[config.mk]
export PLATFORM = sky130hd
export DESIGN_NAME = nearest_goal_or_leader_select
export DESIGN_NICKNAME = d
export VERILOG_FILES = /design/src/ngls_pkg.sv /design/src/ngls_ctrl.sv /design/src/ngls_dpath.sv /design/src/nearest_goal_or_leader_select.sv
export SDC_FILE = /design/constraint.sdc
export NUM_CORES = 2
export LEC_CHECK = 0
export BUFFER_PORTS_ARGS = -buffer_cell sky130_fd_sc_hd__buf_2
export CAP_MARGIN = 20
export CORE_MARGIN = 8
export CORE_UTILIZATION = 55
export DETAILED_ROUTE_END_ITERATION = 8
export PLACE_DENSITY = 0.71
export RECOVER_POWER = 50
export SETUP_SLACK_MARGIN = 0.1
export SYNTH_ARGS = -nofsm -noshare
export SYNTH_HDL_FRONTEND = slang
export SYNTH_HIERARCHICAL = 1
export SYNTH_SLANG_ARGS = --single-unit
[constraint.sdc]
create_clock -name i_clk -period 16.2 [get_ports i_clk]
set_input_delay 4.05 -clock i_clk [delete_from_list [all_inputs] [get_ports i_clk]]
set_output_delay 4.05 -clock i_clk [all_outputs]
set_load 0.03 [all_outputs]
[src/ngls_pkg.sv]
// Shared types and constants for the nearest goal or leader select block.
`timescale 1ns / 1ps

package ngls_pkg;

    // Fixed field widths of the transaction payloads and the default table size.
    localparam int COORD_BITS     = 16;
    localparam int SLOT_W         = 6;
    localparam int ACTIVE_W       = 7;
    localparam int ROLE_W         = 2;
    localparam int OUTCOME_W      = 2;
    localparam int GOAL_CAPACITY_DEF = 64;

    // Operation codes of an input transaction.
    localparam logic OP_WRITE = 1'b0;
    localparam logic OP_QUERY = 1'b1;

    // Role codes of a query.
    localparam logic [ROLE_W-1:0] ROLE_LEADER   = 2'd0;
    localparam logic [ROLE_W-1:0] ROLE_FOLLOWER = 2'd1;

    // Result outcome codes.
    typedef enum logic [OUTCOME_W-1:0] {
        OUT_NEAREST  = 2'd0,
        OUT_LEADER   = 2'd1,
        OUT_DEFAULT  = 2'd2,
        OUT_NO_GOALS = 2'd3
    } t_outcome;

    // Commands from the controller to the datapath.
    typedef struct packed {
        logic     write_goal;
        logic     load_query;
        logic     read_goal;
        logic     load_out;
        t_outcome outcome;
    } t_dp_cmd;

    // Status from the datapath to the controller.
    typedef struct packed {
        logic pipe_busy;
    } t_dp_status;

endpackage

[src/ngls_ctrl.sv]
// Controller state machine: handshakes, configuration register and search sequencing.
`timescale 1ns / 1ps

module ngls_ctrl #(
    parameter int GOAL_CAPACITY = 64,
    parameter int IDX_W         = 6
) (
    input  logic                         i_clk,
    input  logic                         i_rst_n,
    input  logic                         i_in_valid,
    output logic                         o_in_ready,
    input  logic                         i_operation,
    input  logic [ngls_pkg::ROLE_W-1:0]  i_role,
    output logic                         o_out_valid,
    input  logic                         i_out_ready,
    input  logic                         i_cfg_valid,
    output logic                         o_cfg_ready,
    input  logic [ngls_pkg::ACTIVE_W-1:0] i_cfg_active_goals,
    output ngls_pkg::t_dp_cmd            o_cmd,
    output logic [IDX_W-1:0]             o_rd_addr,
    input  ngls_pkg::t_dp_status         i_status
);
    import ngls_pkg::*;

    localparam int CNT_W = $clog2(GOAL_CAPACITY + 1);
    localparam int CMP_W = (CNT_W > ACTIVE_W) ? CNT_W : ACTIVE_W;

    typedef enum logic [1:0] {
        S_IDLE,
        S_SEARCH,
        S_DRAIN,
        S_RESULT
    } t_state;

    t_state                r_state, n_state;
    logic [IDX_W-1:0]      r_addr, n_addr;
    logic [IDX_W-1:0]      r_last, n_last;
    logic                  r_out_valid, n_out_valid;
    logic [ACTIVE_W-1:0]   r_active_goals, n_active_goals;

    logic [CMP_W-1:0]      active_ext;
    logic [CNT_W-1:0]      eff_count;
    logic [CNT_W-1:0]      count_m1;
    logic                  in_fire;
    logic                  out_slot_free;
    t_outcome              query_outcome;

    // Number of entries searched, limited to the table size.
    always_comb begin
        active_ext = CMP_W'(r_active_goals);
        if (active_ext > CMP_W'(GOAL_CAPACITY)) begin
            eff_count = CNT_W'(GOAL_CAPACITY);
        end else begin
            eff_count = CNT_W'(active_ext);
        end
        count_m1 = eff_count - CNT_W'(1);
    end

    // Outcome class of a query, decided when it is accepted.
    always_comb begin
        if (i_role == ROLE_LEADER) begin
            query_outcome = (eff_count == '0) ? OUT_NO_GOALS : OUT_NEAREST;
        end else if (i_role == ROLE_FOLLOWER) begin
            query_outcome = OUT_LEADER;
        end else begin
            query_outcome = OUT_DEFAULT;
        end
    end

    assign o_in_ready    = (r_state == S_IDLE);
    assign in_fire       = i_in_valid && o_in_ready;
    assign out_slot_free = !r_out_valid || i_out_ready;

    // Next state and datapath commands.
    always_comb begin
        n_state        = r_state;
        n_addr         = r_addr;
        n_last         = r_last;
        n_out_valid    = r_out_valid && !i_out_ready;
        n_active_goals = r_active_goals;
        o_cmd          = '0;
        o_cmd.outcome  = query_outcome;

        if (i_cfg_valid) begin
            n_active_goals = i_cfg_active_goals;
        end

        unique case (r_state)
            S_IDLE: begin
                if (in_fire) begin
                    if (i_operation == OP_WRITE) begin
                        o_cmd.write_goal = 1'b1;
                    end else begin
                        o_cmd.load_query = 1'b1;
                        n_addr           = '0;
                        n_last           = IDX_W'(count_m1);
                        n_state = (query_outcome == OUT_NEAREST) ? S_SEARCH : S_RESULT;
                    end
                end
            end
            S_SEARCH: begin
                o_cmd.read_goal = 1'b1;
                n_addr          = r_addr + IDX_W'(1);
                if (r_addr == r_last) begin
                    n_state = S_DRAIN;
                end
            end
            S_DRAIN: begin
                if (!i_status.pipe_busy) begin
                    n_state = S_RESULT;
                end
            end
            S_RESULT: begin
                if (out_slot_free) begin
                    o_cmd.load_out = 1'b1;
                    n_out_valid    = 1'b1;
                    n_state        = S_IDLE;
                end
            end
            default: begin
                n_state = S_IDLE;
            end
        endcase
    end

    // State, counters and registered handshake outputs.
    always_ff @(posedge i_clk) begin
        if (!i_rst_n) begin
            r_state        <= S_IDLE;
            r_addr         <= '0;
            r_last         <= '0;
            r_out_valid    <= 1'b0;
            r_active_goals <= '0;
        end else begin
            r_state        <= n_state;
            r_addr         <= n_addr;
            r_last         <= n_last;
            r_out_valid    <= n_out_valid;
            r_active_goals <= n_active_goals;
        end
    end

    assign o_out_valid = r_out_valid;
    assign o_cfg_ready = 1'b1;
    assign o_rd_addr   = r_addr;

endmodule

[src/ngls_dpath.sv]
// Datapath: goal table memory, distance pipeline, running minimum and result registers.
`timescale 1ns / 1ps

module ngls_dpath #(
    parameter int GOAL_CAPACITY = 64,
    parameter int IDX_W         = 6
) (
    input  logic                                  i_clk,
    input  logic                                  i_rst_n,
    input  ngls_pkg::t_dp_cmd                     i_cmd,
    input  logic [IDX_W-1:0]                      i_rd_addr,
    output ngls_pkg::t_dp_status                  o_status,
    input  logic [ngls_pkg::SLOT_W-1:0]           i_goal_slot,
    input  logic signed [ngls_pkg::COORD_BITS-1:0] i_point_x,
    input  logic signed [ngls_pkg::COORD_BITS-1:0] i_point_y,
    input  logic signed [ngls_pkg::COORD_BITS-1:0] i_leader_x,
    input  logic signed [ngls_pkg::COORD_BITS-1:0] i_leader_y,
    output ngls_pkg::t_outcome                    o_outcome,
    output logic [ngls_pkg::SLOT_W-1:0]           o_chosen_index,
    output logic signed [ngls_pkg::COORD_BITS-1:0] o_target_x,
    output logic signed [ngls_pkg::COORD_BITS-1:0] o_target_y
);
    import ngls_pkg::*;

    localparam int CNT_W  = $clog2(GOAL_CAPACITY + 1);
    localparam int SCMP_W = (CNT_W > SLOT_W) ? CNT_W : SLOT_W;
    localparam int DIFF_W = COORD_BITS + 1;
    localparam int SQ_W   = 2 * DIFF_W;
    localparam int SUM_W  = SQ_W + 1;

    // Goal table, x in the upper half and y in the lower half of each word.
    logic [2*COORD_BITS-1:0] mem [GOAL_CAPACITY];

    // Query context.
    t_outcome                r_outcome;
    logic [COORD_BITS-1:0]   r_px, r_py, r_lx, r_ly;

    // Stage 1: registered table read.
    logic                    r_v1;
    logic [IDX_W-1:0]        r_idx1;
    logic [2*COORD_BITS-1:0] r_rd_data;

    // Stage 2: squared differences.
    logic                    r_v2;
    logic [IDX_W-1:0]        r_idx2;
    logic [COORD_BITS-1:0]   r_x2, r_y2;
    logic [SQ_W-1:0]         r_sqx, r_sqy;

    // Stage 3: running minimum.
    logic                    r_first;
    logic [SUM_W-1:0]        r_best_dist;
    logic [IDX_W-1:0]        r_best_idx;
    logic [COORD_BITS-1:0]   r_best_x, r_best_y;

    // Result registers.
    t_outcome                r_out_outcome;
    logic [SLOT_W-1:0]       r_out_index;
    logic [COORD_BITS-1:0]   r_out_x, r_out_y;

    logic                    slot_in_range;
    logic [COORD_BITS-1:0]   gx, gy;
    logic signed [DIFF_W-1:0] dx, dy;
    logic signed [SQ_W-1:0]  px2, py2;
    logic [SUM_W-1:0]        cand_dist;
    logic                    take;

    assign slot_in_range = (SCMP_W'(i_goal_slot) < SCMP_W'(GOAL_CAPACITY));

    // Table write on a write transaction, registered read during the search.
    always_ff @(posedge i_clk) begin
        if (i_cmd.write_goal && slot_in_range) begin
            mem[IDX_W'(i_goal_slot)] <= {i_point_x, i_point_y};
        end
        if (i_cmd.read_goal) begin
            r_rd_data <= mem[i_rd_addr];
        end
    end

    // Differences and squares of the entry read in stage 1.
    always_comb begin
        gx   = r_rd_data[2*COORD_BITS-1:COORD_BITS];
        gy   = r_rd_data[COORD_BITS-1:0];
        dx   = $signed({gx[COORD_BITS-1], gx}) - $signed({r_px[COORD_BITS-1], r_px});
        dy   = $signed({gy[COORD_BITS-1], gy}) - $signed({r_py[COORD_BITS-1], r_py});
        px2  = dx * dx;
        py2  = dy * dy;
    end

    // Sum of squares and compare against the best so far; the first entry always wins.
    assign cand_dist = SUM_W'(r_sqx) + SUM_W'(r_sqy);
    assign take      = r_v2 && (r_first || (cand_dist < r_best_dist));

    // Pipeline valid flags and first-entry marker.
    always_ff @(posedge i_clk) begin
        if (!i_rst_n) begin
            r_v1    <= 1'b0;
            r_v2    <= 1'b0;
            r_first <= 1'b0;
        end else begin
            r_v1 <= i_cmd.read_goal;
            r_v2 <= r_v1;
            if (i_cmd.load_query) begin
                r_first <= 1'b1;
            end else if (r_v2) begin
                r_first <= 1'b0;
            end
        end
    end

    // Payload registers of the query, pipeline and result.
    always_ff @(posedge i_clk) begin
        if (i_cmd.load_query) begin
            r_outcome <= i_cmd.outcome;
            r_px      <= i_point_x;
            r_py      <= i_point_y;
            r_lx      <= i_leader_x;
            r_ly      <= i_leader_y;
        end
        r_idx1 <= i_rd_addr;
        r_idx2 <= r_idx1;
        r_x2   <= gx;
        r_y2   <= gy;
        r_sqx  <= $unsigned(px2);
        r_sqy  <= $unsigned(py2);
        if (take) begin
            r_best_dist <= cand_dist;
            r_best_idx  <= r_idx2;
            r_best_x    <= r_x2;
            r_best_y    <= r_y2;
        end
        if (i_cmd.load_out) begin
            r_out_outcome <= r_outcome;
            r_out_index   <= '0;
            r_out_x       <= '0;
            r_out_y       <= '0;
            case (r_outcome)
                OUT_NEAREST: begin
                    r_out_index <= SLOT_W'(r_best_idx);
                    r_out_x     <= r_best_x;
                    r_out_y     <= r_best_y;
                end
                OUT_LEADER: begin
                    r_out_x <= r_lx;
                    r_out_y <= r_ly;
                end
                default: begin
                end
            endcase
        end
    end

    assign o_status.pipe_busy = r_v1 || r_v2;
    assign o_outcome          = r_out_outcome;
    assign o_chosen_index     = r_out_index;
    assign o_target_x         = r_out_x;
    assign o_target_y         = r_out_y;

endmodule

[src/nearest_goal_or_leader_select.sv]
// Top level of the nearest goal or leader select block.
`timescale 1ns / 1ps
//
// Input channel (i_in_valid / o_in_ready): a transaction with operation 0 stores
// a goal centroid at goal_slot and gives no result; operation 1 is a query that
// gives one result transaction on the output channel (o_out_valid / i_out_ready).
// Configuration channel (i_cfg_valid / o_cfg_ready) writes active_goals; it is
// always ready and should be written only while the block is idle.
// A write is stored on acceptance and input ready stays high. A follower,
// no-neighbor or no-goal query goes from acceptance to the result state, which
// loads the result register once it is free. A leader query reads one table
// entry per cycle from the single memory read port, then waits in the drain
// state for the distance pipeline to empty and loads the result in the result
// state. In both cases the result appears on the edge at which ready returns.
// Results sit in an output register; a new transaction is accepted while a
// result waits, but its own result is held back until the receiver takes the
// older one, and input ready stays low meanwhile.
// Synchronous reset clears the controller and active_goals; the goal table is
// not cleared and must be written before it is searched.
//
module nearest_goal_or_leader_select #(
    parameter int GOAL_CAPACITY = ngls_pkg::GOAL_CAPACITY_DEF
) (
    input  logic                                   i_clk,
    input  logic                                   i_rst_n,
    input  logic                                   i_in_valid,
    output logic                                   o_in_ready,
    input  logic                                   i_operation,
    input  logic [ngls_pkg::SLOT_W-1:0]            i_goal_slot,
    input  logic signed [ngls_pkg::COORD_BITS-1:0] i_point_x,
    input  logic signed [ngls_pkg::COORD_BITS-1:0] i_point_y,
    input  logic [ngls_pkg::ROLE_W-1:0]            i_role,
    input  logic signed [ngls_pkg::COORD_BITS-1:0] i_leader_x,
    input  logic signed [ngls_pkg::COORD_BITS-1:0] i_leader_y,
    output logic                                   o_out_valid,
    input  logic                                   i_out_ready,
    output logic [ngls_pkg::OUTCOME_W-1:0]         o_outcome,
    output logic [ngls_pkg::SLOT_W-1:0]            o_chosen_index,
    output logic signed [ngls_pkg::COORD_BITS-1:0] o_target_x,
    output logic signed [ngls_pkg::COORD_BITS-1:0] o_target_y,
    input  logic                                   i_cfg_valid,
    output logic                                   o_cfg_ready,
    input  logic [ngls_pkg::ACTIVE_W-1:0]          i_cfg_active_goals
);
    import ngls_pkg::*;

    localparam int IDX_W = (GOAL_CAPACITY > 1) ? $clog2(GOAL_CAPACITY) : 1;

    t_dp_cmd          dp_cmd;
    t_dp_status       dp_status;
    logic [IDX_W-1:0] rd_addr;
    t_outcome         dp_outcome;

    // Controller.
    ngls_ctrl #(
        .GOAL_CAPACITY (GOAL_CAPACITY),
        .IDX_W         (IDX_W)
    ) u_ctrl (
        .i_clk              (i_clk),
        .i_rst_n            (i_rst_n),
        .i_in_valid         (i_in_valid),
        .o_in_ready         (o_in_ready),
        .i_operation        (i_operation),
        .i_role             (i_role),
        .o_out_valid        (o_out_valid),
        .i_out_ready        (i_out_ready),
        .i_cfg_valid        (i_cfg_valid),
        .o_cfg_ready        (o_cfg_ready),
        .i_cfg_active_goals (i_cfg_active_goals),
        .o_cmd              (dp_cmd),
        .o_rd_addr          (rd_addr),
        .i_status           (dp_status)
    );

    // Datapath.
    ngls_dpath #(
        .GOAL_CAPACITY (GOAL_CAPACITY),
        .IDX_W         (IDX_W)
    ) u_dpath (
        .i_clk          (i_clk),
        .i_rst_n        (i_rst_n),
        .i_cmd          (dp_cmd),
        .i_rd_addr      (rd_addr),
        .o_status       (dp_status),
        .i_goal_slot    (i_goal_slot),
        .i_point_x      (i_point_x),
        .i_point_y      (i_point_y),
        .i_leader_x     (i_leader_x),
        .i_leader_y     (i_leader_y),
        .o_outcome      (dp_outcome),
        .o_chosen_index (o_chosen_index),
        .o_target_x     (o_target_x),
        .o_target_y     (o_target_y)
    );

    assign o_outcome = dp_outcome;

endmodule

==> results.cfg <==
[outcome]
outcome = finished, violations left
failed_checks = max-capacitance violations, max-slew violations

[yosys]
synth_cells = 6228
synthMostInstantiatedCell = edfxtp_1
async_flop_share_pct = 0
ys_seq_elements = 2394
synth-compound-area-share_pct = 2.25
synth-edff-count = 2259
yosysTopAreaCellShare_pct = 60.9
synthSimpleGateAreaFrac_pct = 3.15
synth_cell_types = 82
syn_area_um2 = 111000
synth_xor_xnor_area_share_pct = 1.08
syn-num-nets = 7126
yosysTopAreaCell = edfxtp_1
synth_top_flop_cell = edfxtp_1
synth_top_family_by_area = multiplexers
ys_top_cells_by_area = edfxtp_1 61%, mux4_2 13%, fa_1 9.8%
ys_seq_area_share_pct = 63.3
synth_warnings = 6
yosys-top-cells-count = 2259 x edfxtp_1, 755 x inv_1, 665 x mux4_2
synthAdderAreaFrac_pct = 12.8
synthMuxAreaShare_pct = 14.0
synth.avg_cell_area_um2 = 17.9

[floorplanning]
core_area_um2 = 202000
start_util_pct = 55.2
die_area_um2 = 217000
die_w_um = 466
ios = 128
rows = 165
die_height_um = 466

[routing]
wl_um = 261000
routed_via_density = 6.07
drt_iter0_drc = 6209
drt_first_pass_iters = 6
drc = 0
vias = 56900
route.antenna.remaining_nets = 0
wl_per_cell_um = 27.9

[setup_path]
critical_path.max_stage_delay_ns = 0.72
cp_slowest_cell = nor4b_1
end_kind = flop
rr_startpoint = u_dpath/r_py[1]
critical_path_peak_fanout = 12
crit_start = u_dpath/r_py[1]
r2r-end = u_dpath/r_sqy[33]
arrival_ns = 9.95
crit_type = reg2reg
crit_path_end = u_dpath/r_sqy[33]
start_kind = flop
required_ns = 16.89
reg2reg_depth = 29
regToRegSetupSlack_ns = 6.94

[global_routing]
grt_max_degree = 102
antenna_found_initial = 21
grt_util_all_layers_pct = 24.0
grt_pass1_wl_um = 387000
grt-ovfl-total = 0
grt_pass1_vias = 59200

[job]
cap_violations = 39

[layout]
final_util_pct = 61.1
multi_input_area_um2 = 37500
area_growth_pct = 10.8
area.sequential_um2 = 70500
fillers = 14300
drive_gt1_share_pct = 19.6
fin_nets = 7406

[clock_tree]
cts_sinks = 2394
worstSkewPairLatency_ns = 0.88
cts_tree = built
ctsLongestPathBuffers = 3
cts_hold_buffers = 0
clkTransAtPathRegs_ns = 0.06
post_cts_resized = 0
clockRootBuffer = clkbuf_16
cts_buffers = 230
cts_setup_buffers = 0
h-tree-depth = 4

[timing]
fin_crit_sh_pct = 57.2
rsz0062_at_grt = no
finalCriticalPeriod_ns = 9.26
setup_violations = 0
fin_tns_setup_ns = 0
slew_headroom_pct = -152
finClkSkew_ns = 0.0903
maxSlewViolCount = 2106
timing.fmax_mhz = 108
hold_viol = 0
tightest_slew_ns = 3.77

[placed_design]
dp_hpwl_um = 161000
place.gp.congestion = 0.899
portBuffers = 126

[min_path]
hold_class = reg2reg
==> state kept, by name, summed over array words and instances, names as in the netlist, 7 cells and up <==
| name | cells |
|---|---|
| u_dpath/r_best_x | 16 |
| u_dpath/r_py | 16 |
| u_dpath/o_target_x | 16 |
| u_dpath/r_best_dist | 35 |
| u_dpath/o_target_y | 16 |
| u_dpath/r_lx | 16 |
| u_dpath/r_px | 16 |
| u_dpath/mem | 2048 |
| u_dpath/r_best_y | 16 |
| u_dpath/r_sqx | 33 |
| u_ctrl/active_ext | 7 |
| u_dpath/r_rd_data | 32 |
| u_dpath/r_ly | 16 |
| u_dpath/r_x2 | 16 |
| u_dpath/r_y2 | 16 |
| u_dpath/r_sqy | 33 |
==> metal layers <==
layer,up-vias,share of wire [%],track usage (%)
met3,462,8.1,4.17
met4,4,2.7,6.35
li1,23900,-,-
met1,30100,39,33.0
met2,2529,50,40.5
met5,-,0.0088,0
==> final cells by class <==
class | count | share of cell area [%]
Sequential cell | 2394 | 57.1
Multi-Input combinational cell | 2844 | 30.4
Inverter | 765 | 2.33
Tap cell | 2672 | 2.71
Antenna cell | 7 | 0.0142
Timing Repair Buffer | 273 | 1.34
Clock buffer | 276 | 4.90
Clock inverter | 151 | 1.18
==> kinds of logic after synthesis <==
kind of cell,after synthesis
adders and majority gates,813
and+or+nand+nor,792
buffers and inverters,990
xor gates and xnor gates,138
AOI/OAI and AO/OA,377
DFF,2394
other,1
muxes,723
==> how the worst min path moves through the flow <==
stage	from	end	depth (start not counted)
after floorplan	u_dpath/r_idx1[0]	u_dpath/r_idx2[0]	0
after global placement	u_dpath/r_idx1[0]	u_dpath/r_idx2[0]	0
after detailed placement	u_dpath/r_idx1[0]	u_dpath/r_idx2[0]	0
after CTS	u_dpath/r_idx1[0]	u_dpath/r_idx2[0]	0
after global routing	u_dpath/r_idx1[0]	u_dpath/r_idx2[0]	0
final	u_dpath/r_idx1[0]	u_dpath/r_idx2[0]	0
==> stage by stage <==
stage / hold slack, ns / cell area [um2] / setup WS, ns / instances
after floorplan: 0.310 / 111000 / 8.32 / 6228
after global placement: 0.313 / 116000 / 7.18 / 8925
after detailed placement: 0.316 / 116000 / 7.03 / 8925
after CTS: 0.339 / 123000 / 7.01 / 9352
after global routing: 0.343 / 123000 / 6.33 / 9375
final: 0.336 / 123000 / 6.94 / 9382
==> worst max-delay path, delay by kind of cell, from the launching register on <==
family,cells,cell delay (ns)
compound gates,9,2.53
fa+ha+maj,8,3.42
simple gates,5,1.95
flops,1,0.38
buf+inv,6,0.79
xor+xnor,1,0.08
==> cell usage in the layout, fill, tap and decap left out, types with 8 or more instances in the layout <==
master / synthesis / routed
buf_4: 11 / 115
clkbuf_1: 130 / 108
o31a_1: 8 / 8
inv_1: 755 / 755
o211ai_1: 9 / 9
mux2i_1: 51 / 51
o21ai_0: 72 / 73
bufinv_16: 0 / 19
ha_1: 270 / 270
nand4_1: 16 / 16
mux4_2: 665 / 665
nand3_1: 35 / 35
xnor2_1: 103 / 101
o31ai_1: 9 / 9
clkbuf_16: 0 / 234
o21bai_1: 16 / 16
nand2b_1: 28 / 28
and3_1: 8 / 8
nor3_1: 43 / 41
clkinv_2: 0 / 48
o21a_1: 19 / 19
a21oi_1: 109 / 108
nor2_1: 319 / 257
clkinv_16: 0 / 8
nand2_1: 250 / 250
fa_1: 543 / 543
dfxtp_1: 135 / 134
or3_1: 16 / 16
xor2_1: 35 / 35
nor2b_1: 31 / 31
clkinv_1: 5 / 60
a21o_1: 49 / 49
a211oi_1: 14 / 14
nor2_4: 0 / 62
edfxtp_1: 2259 / 2259
buf_2: 57 / 83
Power is left out: the tool's default activity adds up to more than one toggle a clock period on the data nets, which glitch-free logic cannot reach.
